**src/rtl/adc_table_search_interpolate_macros.svh**
```systemverilog
// Assertion macros for the ADC table search and interpolation block.
// Included by the top level; no other dependencies.
`ifndef ADC_TABLE_SEARCH_INTERPOLATE_MACROS_SVH
`define ADC_TABLE_SEARCH_INTERPOLATE_MACROS_SVH

`ifndef SYNTHESIS
`define ATSI_ASSERT(label, clk, rst_n, prop) \
  label: assert property (@(posedge clk) disable iff (!rst_n) prop) \
    else $error("assertion failed");
`define ATSI_ASSERT_IMPLIES(label, clk, rst_n, ante, cons) \
  label: assert property (@(posedge clk) disable iff (!rst_n) (ante) |-> (cons)) \
    else $error("assertion failed");
`else
`define ATSI_ASSERT(label, clk, rst_n, prop)
`define ATSI_ASSERT_IMPLIES(label, clk, rst_n, ante, cons)
`endif

`endif

```
**src/rtl/atsi_pkg.sv**
```systemverilog
// Shared types and constants for the ADC table search and interpolation block.
// No dependencies.
package atsi_pkg;

  localparam int TABLE_DEPTH_DEF = 64;
  localparam int SAMPLE_BITS_DEF = 12;

  localparam int CFG_W      = 7;
  localparam int OFFSET_W   = 10;
  localparam int CFG_IDX_W  = 2;
  localparam int CFG_DATA_W = 10;

  localparam logic [CFG_IDX_W-1:0] CFG_ENTRIES_USED = 2'd0;
  localparam logic [CFG_IDX_W-1:0] CFG_UPPER_LIMIT  = 2'd1;
  localparam logic [CFG_IDX_W-1:0] CFG_LOWER_LIMIT  = 2'd2;
  localparam logic [CFG_IDX_W-1:0] CFG_SCALE_OFFSET = 2'd3;

  localparam logic [CFG_W-1:0]    ENTRIES_USED_RST = 7'd64;
  localparam logic [CFG_W-1:0]    UPPER_LIMIT_RST  = 7'd64;
  localparam logic [CFG_W-1:0]    LOWER_LIMIT_RST  = 7'd0;
  localparam logic [OFFSET_W-1:0] SCALE_OFFSET_RST = 10'd0;

  localparam logic [1:0] ST_INTERP   = 2'd0;
  localparam logic [1:0] ST_CLAMP_LO = 2'd1;
  localparam logic [1:0] ST_CLAMP_HI = 2'd2;
  localparam logic [1:0] ST_FLAG     = 2'd3;

  localparam logic MODE_WRITE   = 1'b0;
  localparam logic MODE_CONVERT = 1'b1;

  typedef struct packed {
    logic        mode;
    logic [5:0]  entry_slot;
    logic [11:0] entry_value;
    logic [11:0] sample;
  } adc_in_t;

  typedef struct packed {
    logic signed [15:0] reading;
    logic [1:0]         status;
  } adc_out_t;

endpackage

```
**src/rtl/adc_table_search_interpolate.sv**
```systemverilog
// Top level of the ADC table search and interpolation; needs atsi_pkg and the macros header.
// A convert beat runs k search steps (k <= 6 at the defaults); unless clamped, it then
// reads the segment and, unless the span is zero, runs a SAMPLE_BITS + 4 step divider.
// Write beats go back to back and give no result. A convert stalls the input until its
// result is registered; the next beat is taken in the cycle after. Reset is asynchronous,
// active low: it resets state, output valid and config registers; table left as is.
`include "adc_table_search_interpolate_macros.svh"

module adc_table_search_interpolate #(
  parameter int TABLE_DEPTH = atsi_pkg::TABLE_DEPTH_DEF,
  parameter int SAMPLE_BITS = atsi_pkg::SAMPLE_BITS_DEF
) (
  input  logic                             clk_i,
  input  logic                             rst_ni,
  input  logic                             in_valid_i,
  output logic                             in_stall_o,
  input  atsi_pkg::adc_in_t                in_data_i,
  output logic                             out_valid_o,
  input  logic                             out_stall_i,
  output atsi_pkg::adc_out_t               out_data_o,
  input  logic                             cfg_valid_i,
  output logic                             cfg_ready_o,
  input  logic [atsi_pkg::CFG_IDX_W-1:0]   cfg_index_i,
  input  logic [atsi_pkg::CFG_DATA_W-1:0]  cfg_data_i
);

  localparam int SB    = SAMPLE_BITS;
  localparam int AW    = $clog2(TABLE_DEPTH);
  localparam int IDXW  = $clog2(TABLE_DEPTH + 1);
  localparam int CMPW  = (IDXW > atsi_pkg::CFG_W) ? IDXW : atsi_pkg::CFG_W;
  localparam int QW    = SB + 4;
  localparam int NW    = SB + 5;
  localparam int DW    = SB + 5;
  localparam int CNTW  = $clog2(QW + 1);
  localparam int TW0   = (CMPW + 1 > atsi_pkg::OFFSET_W) ? CMPW + 1 : atsi_pkg::OFFSET_W;
  localparam int TW    = TW0 + 1;
  localparam int FW    = QW + 1;
  localparam int VW0   = (FW > TW + 4) ? FW : TW + 4;
  localparam int VW    = ((VW0 > 17) ? VW0 : 17) + 1;

  localparam logic [3:0] S_IDLE    = 4'd0;
  localparam logic [3:0] S_RD      = 4'd1;
  localparam logic [3:0] S_CMP     = 4'd2;
  localparam logic [3:0] S_CLAMP   = 4'd3;
  localparam logic [3:0] S_RDP     = 4'd4;
  localparam logic [3:0] S_RDE     = 4'd5;
  localparam logic [3:0] S_SPAN    = 4'd6;
  localparam logic [3:0] S_NUM     = 4'd7;
  localparam logic [3:0] S_DIVINIT = 4'd8;
  localparam logic [3:0] S_DIV     = 4'd9;
  localparam logic [3:0] S_OUT     = 4'd10;

  // Configuration registers
  logic [atsi_pkg::CFG_W-1:0]           entries_used_q;
  logic [atsi_pkg::CFG_W-1:0]           upper_limit_q;
  logic [atsi_pkg::CFG_W-1:0]           lower_limit_q;
  logic signed [atsi_pkg::OFFSET_W-1:0] scale_offset_q;

  // Sequencer and datapath
  logic [3:0]              state_q, state_d;
  logic [SB-1:0]           table_mem [TABLE_DEPTH];
  logic [SB-1:0]           rd_q;
  logic [AW-1:0]           rd_addr;
  logic [SB-1:0]           smp_q;
  logic [CMPW-1:0]         n_q, lo_q, hi_q, bsel_q;
  logic [SB-1:0]           prev_q;
  logic signed [SB:0]      span_q;
  logic signed [NW-1:0]    num_q;
  logic                    neg_q;
  logic [SB-1:0]           rem_q, dvs_q;
  logic [QW-1:0]           quo_q;
  logic [CNTW-1:0]         cnt_q;
  logic [1:0]              status_q;
  logic                    out_valid_q, out_valid_d;
  atsi_pkg::adc_out_t      out_q, out_d;

  logic                    in_acc, out_acc, out_load;
  logic [SB+11:0]          smp_wide, val_wide;
  logic [CMPW-1:0]         slot_x, upper_x, lower_x, used_x, n_in, idx_m1;
  logic [CMPW:0]           mid_sum;
  logic [CMPW-1:0]         mid;
  logic [DW-1:0]           alu_a, alu_b;
  logic [DW:0]             alu_diff;
  logic                    alu_borrow;
  logic [SB:0]             rem_sh;
  logic signed [NW-1:0]    d_x, num_d, num_abs;
  logic signed [SB:0]      span_abs;
  logic signed [FW-1:0]    frac;
  logic signed [TW-1:0]    t_idx;
  logic signed [TW+3:0]    base_x, base;
  logic signed [VW-1:0]    val;

  assign in_stall_o  = (state_q != S_IDLE);
  assign in_acc      = in_valid_i && !in_stall_o;
  assign out_acc     = out_valid_q && !out_stall_i;
  assign out_load    = (state_q == S_OUT) && (!out_valid_q || !out_stall_i);
  assign cfg_ready_o = 1'b1;
  assign out_valid_o = out_valid_q;
  assign out_data_o  = out_q;

  assign smp_wide = (SB + 12)'(in_data_i.sample);
  assign val_wide = (SB + 12)'(in_data_i.entry_value);
  assign slot_x   = CMPW'(in_data_i.entry_slot);
  assign upper_x  = CMPW'(upper_limit_q);
  assign lower_x  = CMPW'(lower_limit_q);
  assign used_x   = CMPW'(entries_used_q);

  always_comb begin
    if (used_x < CMPW'(2)) begin
      n_in = CMPW'(2);
    end else if (used_x > CMPW'(TABLE_DEPTH)) begin
      n_in = CMPW'(TABLE_DEPTH);
    end else begin
      n_in = used_x;
    end
  end

  assign mid_sum = {1'b0, lo_q} + {1'b0, hi_q};
  assign mid     = mid_sum[CMPW:1];
  assign idx_m1  = bsel_q - CMPW'(1);

  // Shared subtractor: search compare, span, numerator difference and divider step.
  assign rem_sh = {rem_q, quo_q[QW-1]};
  always_comb begin
    case (state_q)
      S_CMP: begin
        alu_a = DW'(rd_q);
        alu_b = DW'(smp_q);
      end
      S_SPAN: begin
        alu_a = DW'(prev_q);
        alu_b = DW'(rd_q);
      end
      S_NUM: begin
        alu_a = DW'(prev_q);
        alu_b = DW'(smp_q);
      end
      S_DIV: begin
        alu_a = DW'(rem_sh);
        alu_b = DW'(dvs_q);
      end
      default: begin
        alu_a = '0;
        alu_b = '0;
      end
    endcase
  end
  assign alu_diff   = {1'b0, alu_a} - {1'b0, alu_b};
  assign alu_borrow = alu_diff[DW];

  assign d_x      = {{4{alu_diff[SB]}}, alu_diff[SB:0]};
  assign num_d    = (d_x <<< 3) + (d_x <<< 1);
  assign num_abs  = num_q[NW-1] ? -num_q : num_q;
  assign span_abs = span_q[SB] ? -span_q : span_q;

  always_comb begin
    case (state_q)
      S_RD:    rd_addr = mid[AW-1:0];
      S_RDP:   rd_addr = idx_m1[AW-1:0];
      default: rd_addr = bsel_q[AW-1:0];
    endcase
  end

  // Result assembly: 10*(index+offset-1) plus the signed fraction, saturated to 16 bits.
  assign frac   = neg_q ? -$signed({1'b0, quo_q}) : $signed({1'b0, quo_q});
  assign t_idx  = TW'($signed({1'b0, bsel_q})) + TW'(scale_offset_q) - TW'(1);
  assign base_x = (TW + 4)'(t_idx);
  assign base   = (base_x <<< 3) + (base_x <<< 1);
  assign val    = VW'(frac) + VW'(base);

  always_comb begin
    out_d = out_q;
    if (val > VW'(32'sd32767)) begin
      out_d.reading = 16'sh7FFF;
      out_d.status  = atsi_pkg::ST_FLAG;
    end else if (val < VW'(-32'sd32768)) begin
      out_d.reading = -16'sh8000;
      out_d.status  = atsi_pkg::ST_FLAG;
    end else begin
      out_d.reading = val[15:0];
      out_d.status  = status_q;
    end
  end

  always_comb begin
    out_valid_d = out_valid_q;
    if (out_acc) begin
      out_valid_d = 1'b0;
    end
    if (out_load) begin
      out_valid_d = 1'b1;
    end
  end

  always_comb begin
    state_d = state_q;
    case (state_q)
      S_IDLE: begin
        if (in_acc && (in_data_i.mode == atsi_pkg::MODE_CONVERT)) begin
          state_d = S_RD;
        end
      end
      S_RD:    state_d = (lo_q <= hi_q) ? S_CMP : S_CLAMP;
      S_CMP:   state_d = S_RD;
      S_CLAMP: begin
        if (lo_q >= upper_x || lo_q >= n_q || lo_q <= lower_x) begin
          state_d = S_OUT;
        end else begin
          state_d = S_RDP;
        end
      end
      S_RDP:     state_d = S_RDE;
      S_RDE:     state_d = S_SPAN;
      S_SPAN:    state_d = S_NUM;
      S_NUM:     state_d = S_DIVINIT;
      S_DIVINIT: state_d = (span_q == '0) ? S_OUT : S_DIV;
      S_DIV:     state_d = (cnt_q == CNTW'(1)) ? S_OUT : S_DIV;
      S_OUT:     state_d = out_load ? S_IDLE : S_OUT;
      default:   state_d = S_IDLE;
    endcase
  end

  always_ff @(posedge clk_i or negedge rst_ni) begin
    if (!rst_ni) begin
      state_q        <= S_IDLE;
      out_valid_q    <= 1'b0;
      entries_used_q <= atsi_pkg::ENTRIES_USED_RST;
      upper_limit_q  <= atsi_pkg::UPPER_LIMIT_RST;
      lower_limit_q  <= atsi_pkg::LOWER_LIMIT_RST;
      scale_offset_q <= atsi_pkg::SCALE_OFFSET_RST;
    end else begin
      state_q     <= state_d;
      out_valid_q <= out_valid_d;
      if (cfg_valid_i && cfg_ready_o) begin
        case (cfg_index_i)
          atsi_pkg::CFG_ENTRIES_USED: entries_used_q <= cfg_data_i[atsi_pkg::CFG_W-1:0];
          atsi_pkg::CFG_UPPER_LIMIT:  upper_limit_q  <= cfg_data_i[atsi_pkg::CFG_W-1:0];
          atsi_pkg::CFG_LOWER_LIMIT:  lower_limit_q  <= cfg_data_i[atsi_pkg::CFG_W-1:0];
          atsi_pkg::CFG_SCALE_OFFSET: scale_offset_q <= $signed(cfg_data_i);
          default: ;
        endcase
      end
    end
  end

  // Table: one write port from the input beat, one registered read port for the sequencer.
  always_ff @(posedge clk_i) begin
    if (in_acc && (in_data_i.mode == atsi_pkg::MODE_WRITE)
        && (slot_x < CMPW'(TABLE_DEPTH))) begin
      table_mem[slot_x[AW-1:0]] <= val_wide[SB-1:0];
    end
    rd_q <= table_mem[rd_addr];
  end

  always_ff @(posedge clk_i) begin
    if (out_load) begin
      out_q <= out_d;
    end
    case (state_q)
      S_IDLE: begin
        smp_q <= smp_wide[SB-1:0];
        n_q   <= n_in;
        lo_q  <= CMPW'(1);
        hi_q  <= n_in - CMPW'(1);
      end
      S_CMP: begin
        // A borrow means the sample lies above this entry.
        if (alu_borrow) begin
          lo_q <= mid + CMPW'(1);
        end else begin
          hi_q <= mid - CMPW'(1);
        end
      end
      S_CLAMP: begin
        quo_q <= '0;
        neg_q <= 1'b0;
        if (lo_q >= upper_x || lo_q >= n_q) begin
          bsel_q   <= upper_x;
          status_q <= atsi_pkg::ST_CLAMP_HI;
        end else if (lo_q <= lower_x) begin
          bsel_q   <= lower_x;
          status_q <= atsi_pkg::ST_CLAMP_LO;
        end else begin
          bsel_q   <= lo_q;
          status_q <= atsi_pkg::ST_INTERP;
        end
      end
      S_RDE:  prev_q <= rd_q;
      S_SPAN: span_q <= $signed(alu_diff[SB:0]);
      S_NUM:  num_q  <= num_d;
      S_DIVINIT: begin
        rem_q <= '0;
        cnt_q <= CNTW'(QW);
        if (span_q == '0) begin
          status_q <= atsi_pkg::ST_FLAG;
          quo_q    <= '0;
          neg_q    <= 1'b0;
        end else begin
          quo_q <= num_abs[QW-1:0];
          dvs_q <= span_abs[SB-1:0];
          neg_q <= num_q[NW-1] ^ span_q[SB];
        end
      end
      S_DIV: begin
        cnt_q <= cnt_q - CNTW'(1);
        if (!alu_borrow) begin
          rem_q <= alu_diff[SB-1:0];
          quo_q <= {quo_q[QW-2:0], 1'b1};
        end else begin
          rem_q <= rem_sh[SB-1:0];
          quo_q <= {quo_q[QW-2:0], 1'b0};
        end
      end
      default: ;
    endcase
  end

  `ATSI_ASSERT_IMPLIES(a_convert_starts, clk_i, rst_ni,
    in_acc && (in_data_i.mode == atsi_pkg::MODE_CONVERT), ##1 (state_q == S_RD))
  `ATSI_ASSERT_IMPLIES(a_search_in_range, clk_i, rst_ni,
    state_q == S_CMP, (mid >= CMPW'(1)) && (mid < n_q))
  `ATSI_ASSERT_IMPLIES(a_segment_valid, clk_i, rst_ni,
    state_q == S_RDP, (bsel_q > lower_x) && (bsel_q < upper_x) && (bsel_q < n_q))
  `ATSI_ASSERT_IMPLIES(a_div_remainder, clk_i, rst_ni,
    state_q == S_DIV, (rem_q < dvs_q) && (cnt_q != '0))

endmodule

```
**config.mk**
```make
export PLATFORM = sky130hd
export DESIGN_NAME = adc_table_search_interpolate
export DESIGN_NICKNAME = d
export VERILOG_FILES = /design/src/rtl/atsi_pkg.sv /design/src/rtl/adc_table_search_interpolate.sv
export VERILOG_INCLUDE_DIRS = /design/src /design/src/rtl
export SDC_FILE = /design/constraint.sdc
export NUM_CORES = 1
export LEC_CHECK = 0
export ABC_CLOCK_PERIOD_IN_PS = 15900
export BUFFER_PORTS_ARGS = -buffer_cell sky130_fd_sc_hd__buf_2
export CORE_MARGIN = 3
export CORE_UTILIZATION = 30
export CTS_BUF_LIST = sky130_fd_sc_hd__clkbuf_8 sky130_fd_sc_hd__clkbuf_16
export CTS_CLUSTER_SIZE = 40
export DETAILED_ROUTE_END_ITERATION = 12
export SLEW_MARGIN = 20
export SYNTH_ARGS = -nofsm -noshare
export SYNTH_HDL_FRONTEND = slang
export SYNTH_SLANG_ARGS = --single-unit
```
**constraint.sdc**
```tcl
create_clock -name clk_i -period 15.9 [get_ports clk_i]
set_input_delay 0 -clock clk_i [delete_from_list [all_inputs] [get_ports clk_i]]
set_output_delay 0 -clock clk_i [all_outputs]
set_load 0.1 [all_outputs]
```
==> results.json, run 1 <==
{
  "cts_htree_levels": 3,
  "ant_nets": 0,
  "io_pins": 69,
  "status": "completed",
  "synth_ff_type": "edfxtp_1",
  "synth.avg_cell_area_um2": 14.0,
  "yosysTopAreaCell": "edfxtp_1",
  "synth.net_count": 3201,
  "end_kind": "flip-flop",
  "via_count": 25800,
  "antenna_found_initial": 4,
  "cp_cell_sequence": "inv_1, ha_1, inv_1, ha_1, inv_1, fa_1, inv_1, a21oi_1, o21bai_1, a21oi_1, o21bai_1, a21o_1, a21oi_1, xnor2_1, fa_1, ha_1, a21oi_1, o21ai_0, a2111oi_0, o211a_1, nor3_1, o21ai_1, inv_1, o31ai_1",
  "hp-class": "in -> async",
  "slowest_delay_ns": 0.60,
  "ys_seq_area_share_pct": 67.2,
  "netlist_instances": 3036,
  "synth_cell_types": 83,
  "cts_setup_buffers": 0,
  "portBuffers": 67,
  "grt_pass1_vias": 25500,
  "cts_tree": "built",
  "die_area_um2": 147000,
  "viasPerCell": 5.04,
  "cts.sinks": 963,
  "slowest_stage": "a2111oi_0",
  "slew_violations": 0,
  "crit_path_start_kind": "flip-flop",
  "min_period_ns": 5.96,
  "skew_ns": 0.0503,
  "setup_viol": 0,
  "start_util_pct": 30.4,
  "finalHoldViolCount": 0,
  "drt_wl_total_um": 111000,
  "die_y_um": 383,
  "drv_cap": 0,
  "finalNetCount": 3340,
  "relSlewSlack_pct": 20.1,
  "ys.warnings.count": 0,
  "drive_above_1_share_pct": 13.6,
  "grt_util_all_layers_pct": 14.8,
  "dpl_cell_area_um2": 45400,
  "grt_max_degree": 128,
  "clock_latency_ns": 0.71,
  "clock_path_buffers": 3,
  "grt_pass1_wl_um": 165000,
  "placementRows": 137,
  "cts.clk_slew.worst_paths_ns": 0.06,
  "crit_top_cell": "inv_1",
  "dr.pass1.iters": 7,
  "area_growth_pct": 14.6,
  "yosysTopAreaCellShare_pct": 64.5,
  "numCtsBuffers": 96,
  "netlist_area_um2": 42600,
  "die_w_um": 383,
  "final.fill_count": 13600,
  "worst_pin_slew_ns": 1.18,
  "core_um2": 140000,
  "root_buffer": "clkbuf_16",
  "max_freq_ghz": 0.168,
  "synth-edff-count": 915,
  "final_area_um2": 48800,
  "synthTopCellsByArea": "edfxtp_1, mux2i_1, ha_1",
  "tns_ns": 0,
  "rsz0062_at_grt": "no",
  "critPathRequiredTime_ns": 16.38,
  "post_drt_wl_per_cell_um": 21.7,
  "synth-async-reset-ratio_pct": 3.74,
  "place.gp.congestion": 0.832,
  "synth-seq-cells": 963,
  "route.detailed.drc": 0,
  "dp_hpwl_um": 70100,
  "worstSetupPathType": "reg -> reg",
  "cp_max_fo": 11,
  "timing.final.crit_share_pct": 37.5,
  "overflow": 0,
  "drt_iter0_drc": 2469,
  "critPathArrivalTime_ns": 6.45
}
## state kept, by name, indices dropped and copies added, names as in the netlist, 10 cells and up
signal          cells
table_mem         768
scale_offset_q     10
rd_q               12
smp_q              12
num_q              16
out_data_o         18
quo_q              16
dvs_q              12
rem_q              12
span_q             13
prev_q             12
## cell usage in the layout (no fill, tap or decap), types with 66 or more instances in the layout
cell,count
a21oi_1,89
mux2_2,75
inv_1,136
o21ai_0,68
nand2_1,314
ha_1,102
buf_4,91
mux2i_1,191
xnor2_1,67
clkbuf_16,97
nor2_1,187
edfxtp_1,915
buf_2,66
## stage by stage
step | hold slack [ns] | utilization, % | setup WS [ns] | std cells
2_1_floorplan | -0.296 | - | 10.70 | 3036
3_3_place_gp | 0.178 | 32.3 | 10.00 | 4914
3_5_place_dp | 0.179 | 32.4 | 9.95 | 4914
4_1_cts | 0.0178 | 34.8 | 9.90 | 5127
5_1_grt | 0.0335 | 34.8 | 9.44 | 5128
6_report | 0.0417 | 34.8 | 9.94 | 5129
## cells by family (layout without fill, tap and decap cells)
logic type                 count (synthesis)  after routing  share of synthesized area [%]
muxes                                    273            273                           6.82
other                                      1              2                        0.00880
DFF                                      963            963                           67.2
xor gates and xnor gates                  85             85                           1.75
and+or+nand+nor                          762            762                           8.24
buffers and inverters                    278            494                           2.94
adders and majority gates                117            117                           3.70
AOI/OAI and AO/OA                        557            557                           9.36
## Yosys cell counts (all sizes together), types with 12 or more instances
library cell and instances:
mux2i 191, clkbuf 69, edfxtp 915, a222oi 25, a32o 20, inv 121, a311oi 32, xor2 18
xnor2 67, dfxtp 12, nor4 23, nor2 209, a31oi 20, o21a 12, o21ai 74, a22o 19
fa 15, a21o 21, o31ai 26, o22ai 49, nand3 21, nor3 30, dfrtp 34, or3 17
nor2b 20, ha 102, a22oi 13, a21oi 92, o32ai 32, mux2 76, buf 88, a211oi 54
nand2 316, nand2b 18, and3 54
## final cells by class
cell class	instances	area (µm²)	area share [%]
Clock inverter	77	606	1.24
Clock buffer	98	2440	5.00
Sequential cell	963	28600	58.6
Tap cell	1876	2350	4.81
Multi-Input combinational cell	1795	12900	26.4
Timing Repair Buffer	198	1440	2.96
Antenna cell	1	2.50	0.00513
Inverter	121	454	0.930
## repair_timing
item                      in CTS  in global routing
resized for setup              0                  0
hold buffers                  38                  1
hold endpoints to repair     389                 64
## per-layer routing
metal  vias to the layer above  share of wire, %  global-route usage (%)
met5                         -             0.012                       0
met4                         2               3.0                    4.83
met3                       177               6.8                    2.93
met2                       805                46                    23.3
met1                     13000                44                    20.6
li1                      11900                 -                       -
## worst paths after layout
path	startpoint	cells past startpoint	slack [ns]	to
hold / removal	rst_ni	2	0.04	scale_offset_q[9]
min in group clk_i	in_data_i[13]	2	0.05	table_mem[42][1]
setup / recovery	bsel_q[1]	24	9.94	out_data_o[7]
hold reg to reg	scale_offset_q[5]	1	0.51	scale_offset_q[5]
max in group asynchronous	rst_ni	2	15.25	out_valid_o
setup reg to reg	bsel_q[1]	24	9.94	out_data_o[7]
## critical path, delay by kind of cell, from the launching register on
family / cells / cell delay [ns]
DFF: 1 / 0.43
buffers and inverters: 5 / 0.60
AOI/OAI and AO/OA: 12 / 2.76
and+or+nand+nor: 1 / 0.06
xor gates and xnor gates: 1 / 0.32
adders and majority gates: 5 / 1.63
Power of run 1 is left out: the tool's default activity adds up to more than one toggle a clock period on the data nets, which glitch-free logic cannot reach.
==> inputs of run 2 (changes only) <==
ABC_CLOCK_PERIOD_IN_PS = 6000   (was 15900)
clock period = 6 ns   (was 15.9 ns; I/O delays follow)
==> results.json, run 2 (same netlist as run 1, synthesis figures left out) <==
{
  "post_drt_wl_per_cell_um": 21.2,
  "finalNetCount": 3377,
  "die_w_um": 383,
  "dr.pass1.iters": 7,
  "overflow": 0,
  "setup_viol": 0,
  "drt_wl_total_um": 109000,
  "relSlewSlack_pct": 30.9,
  "ant_nets": 0,
  "root_buffer": "clkbuf_16",
  "final.setup.worst_slack_ns": 0.468,
  "cts_htree_levels": 3,
  "die_area_um2": 147000,
  "viasPerCell": 5.03,
  "dp_hpwl_um": 69100,
  "via_count": 26000,
  "cp_max_fo": 17,
  "grt_util_all_layers_pct": 14.6,
  "placementRows": 137,
  "route.detailed.drc": 0,
  "drt_iter0_drc": 2625,
  "worstSetupPathType": "reg -> reg",
  "whs_ns": 0.0394,
  "portBuffers": 67,
  "cts.sinks": 963,
  "final_area_um2": 49400,
  "cp_cell_sequence": "inv_1, ha_1, inv_1, ha_1, inv_1, fa_1, inv_1, a21oi_1, o21bai_1, a21oi_1, o21bai_1, a21o_1, a21oi_1, xnor2_1, fa_1, ha_1, a21oi_1, o21ai_0, a2111oi_2, nor3_1, nor3_1, a21o_2, o21ai_0",
  "clock_latency_ns": 0.70,
  "layout_common_cells": "edfxtp_1, nand2_1, nor2_1, mux2i_1, inv_1",
  "drv_cap": 0,
  "timing.final.crit_share_pct": 92.2,
  "critPathRequiredTime_ns": 6.39,
  "hp-class": "in -> reg",
  "end_kind": "flip-flop",
  "start_util_pct": 30.4,
  "slowest_delay_ns": 0.46,
  "dpl_cell_area_um2": 45700,
  "grt_pass1_wl_um": 164000,
  "cp_num_buf_inv": 4,
  "largest_reg_flops": 768,
  "max_freq_ghz": 0.181,
  "die_y_um": 383,
  "worst_pin_slew_ns": 1.03,
  "slew_violations": 0,
  "cts.clk_slew.worst_paths_ns": 0.06,
  "final_common_cell": "edfxtp_1",
  "min_period_ns": 5.53,
  "crit_path_start_kind": "flip-flop",
  "slowest_stage": "fa_1",
  "cts_tree": "built",
  "grt_pass1_vias": 25500,
  "area_growth_pct": 16.0,
  "critical-path-top-delay-family": "compound AO/OA/AOI/OAI gates",
  "clock_path_buffers": 3,
  "antenna_found_initial": 3,
  "core_um2": 140000,
  "io_pins": 69,
  "grt_max_degree": 65,
  "status": "completed",
  "drive_above_1_share_pct": 15.0,
  "skew_ns": 0.0448,
  "cts_setup_buffers": 0,
  "dp_slack_ns": 0.285,
  "numCtsBuffers": 97,
  "critPathArrivalTime_ns": 5.92,
  "place.gp.congestion": 0.840,
  "finalHoldViolCount": 0
}
run 2: what timing repair did:
action / 4_1_cts / 5_1_grt
hold endpoints to repair: 173 / 128
hold buffers: 34 / 2
setup endpoints to repair: 0 / 17
gates resized for setup: 0 / 4
run 2: path summary, 6_finish.rpt:
path                               start  cells after the start  slack [ns]                end
setup reg to reg               bsel_q[1]                     23        0.47      out_data_o[6]
setup / recovery               bsel_q[1]                     23        0.47      out_data_o[6]
hold / removal             in_data_i[19]                      2        0.04   table_mem[46][7]
hold reg to reg                  rd_q[3]                      0        0.48          prev_q[3]
max in group asynchronous         rst_ni                      2        5.35  scale_offset_q[1]
min in group asynchronous         rst_ni                      2        0.05        out_valid_o
run 2: worst reg2reg max path: cells and delay by family (launching register included):
kind | cells | cell delay, ns
buf+inv | 4 | 0.31
xor+xnor | 1 | 0.29
simple gates | 2 | 0.38
compound gates | 11 | 2.23
fa+ha+maj | 5 | 1.63
flops | 1 | 0.43
run 2: final cells by class:
type	count	area [µm²]
fill	13500	90800
sequential	963	28600
multi-input combinational	1795	12900
clock buffer	100	2470
tap	1876	2350
timing repair buffer	234	1750
clock inverter	79	876
inverter	121	454
antenna	2	5.00
run 2: layer usage:
metal	up-vias	GRT usage [%]	share of wire [%]
li1	12000	-	-
met1	13000	20.4	44
met2	857	22.6	45
met3	177	3.46	7.5
met4	0	4.69	3.2
met5	-	0	0
run 2: metrics by stage:
stage | instances | TNS (ns) | utilization (%)
2_1_floorplan | 3036 | 0 | -
3_3_place_gp | 4953 | 0 | 32.5
3_5_place_dp | 4953 | 0 | 32.6
4_1_cts | 5166 | 0 | 35.2
5_1_grt | 5168 | -0.0143 | 35.2
6_report | 5170 | 0 | 35.3
Power of run 2 is left out for the same reason.
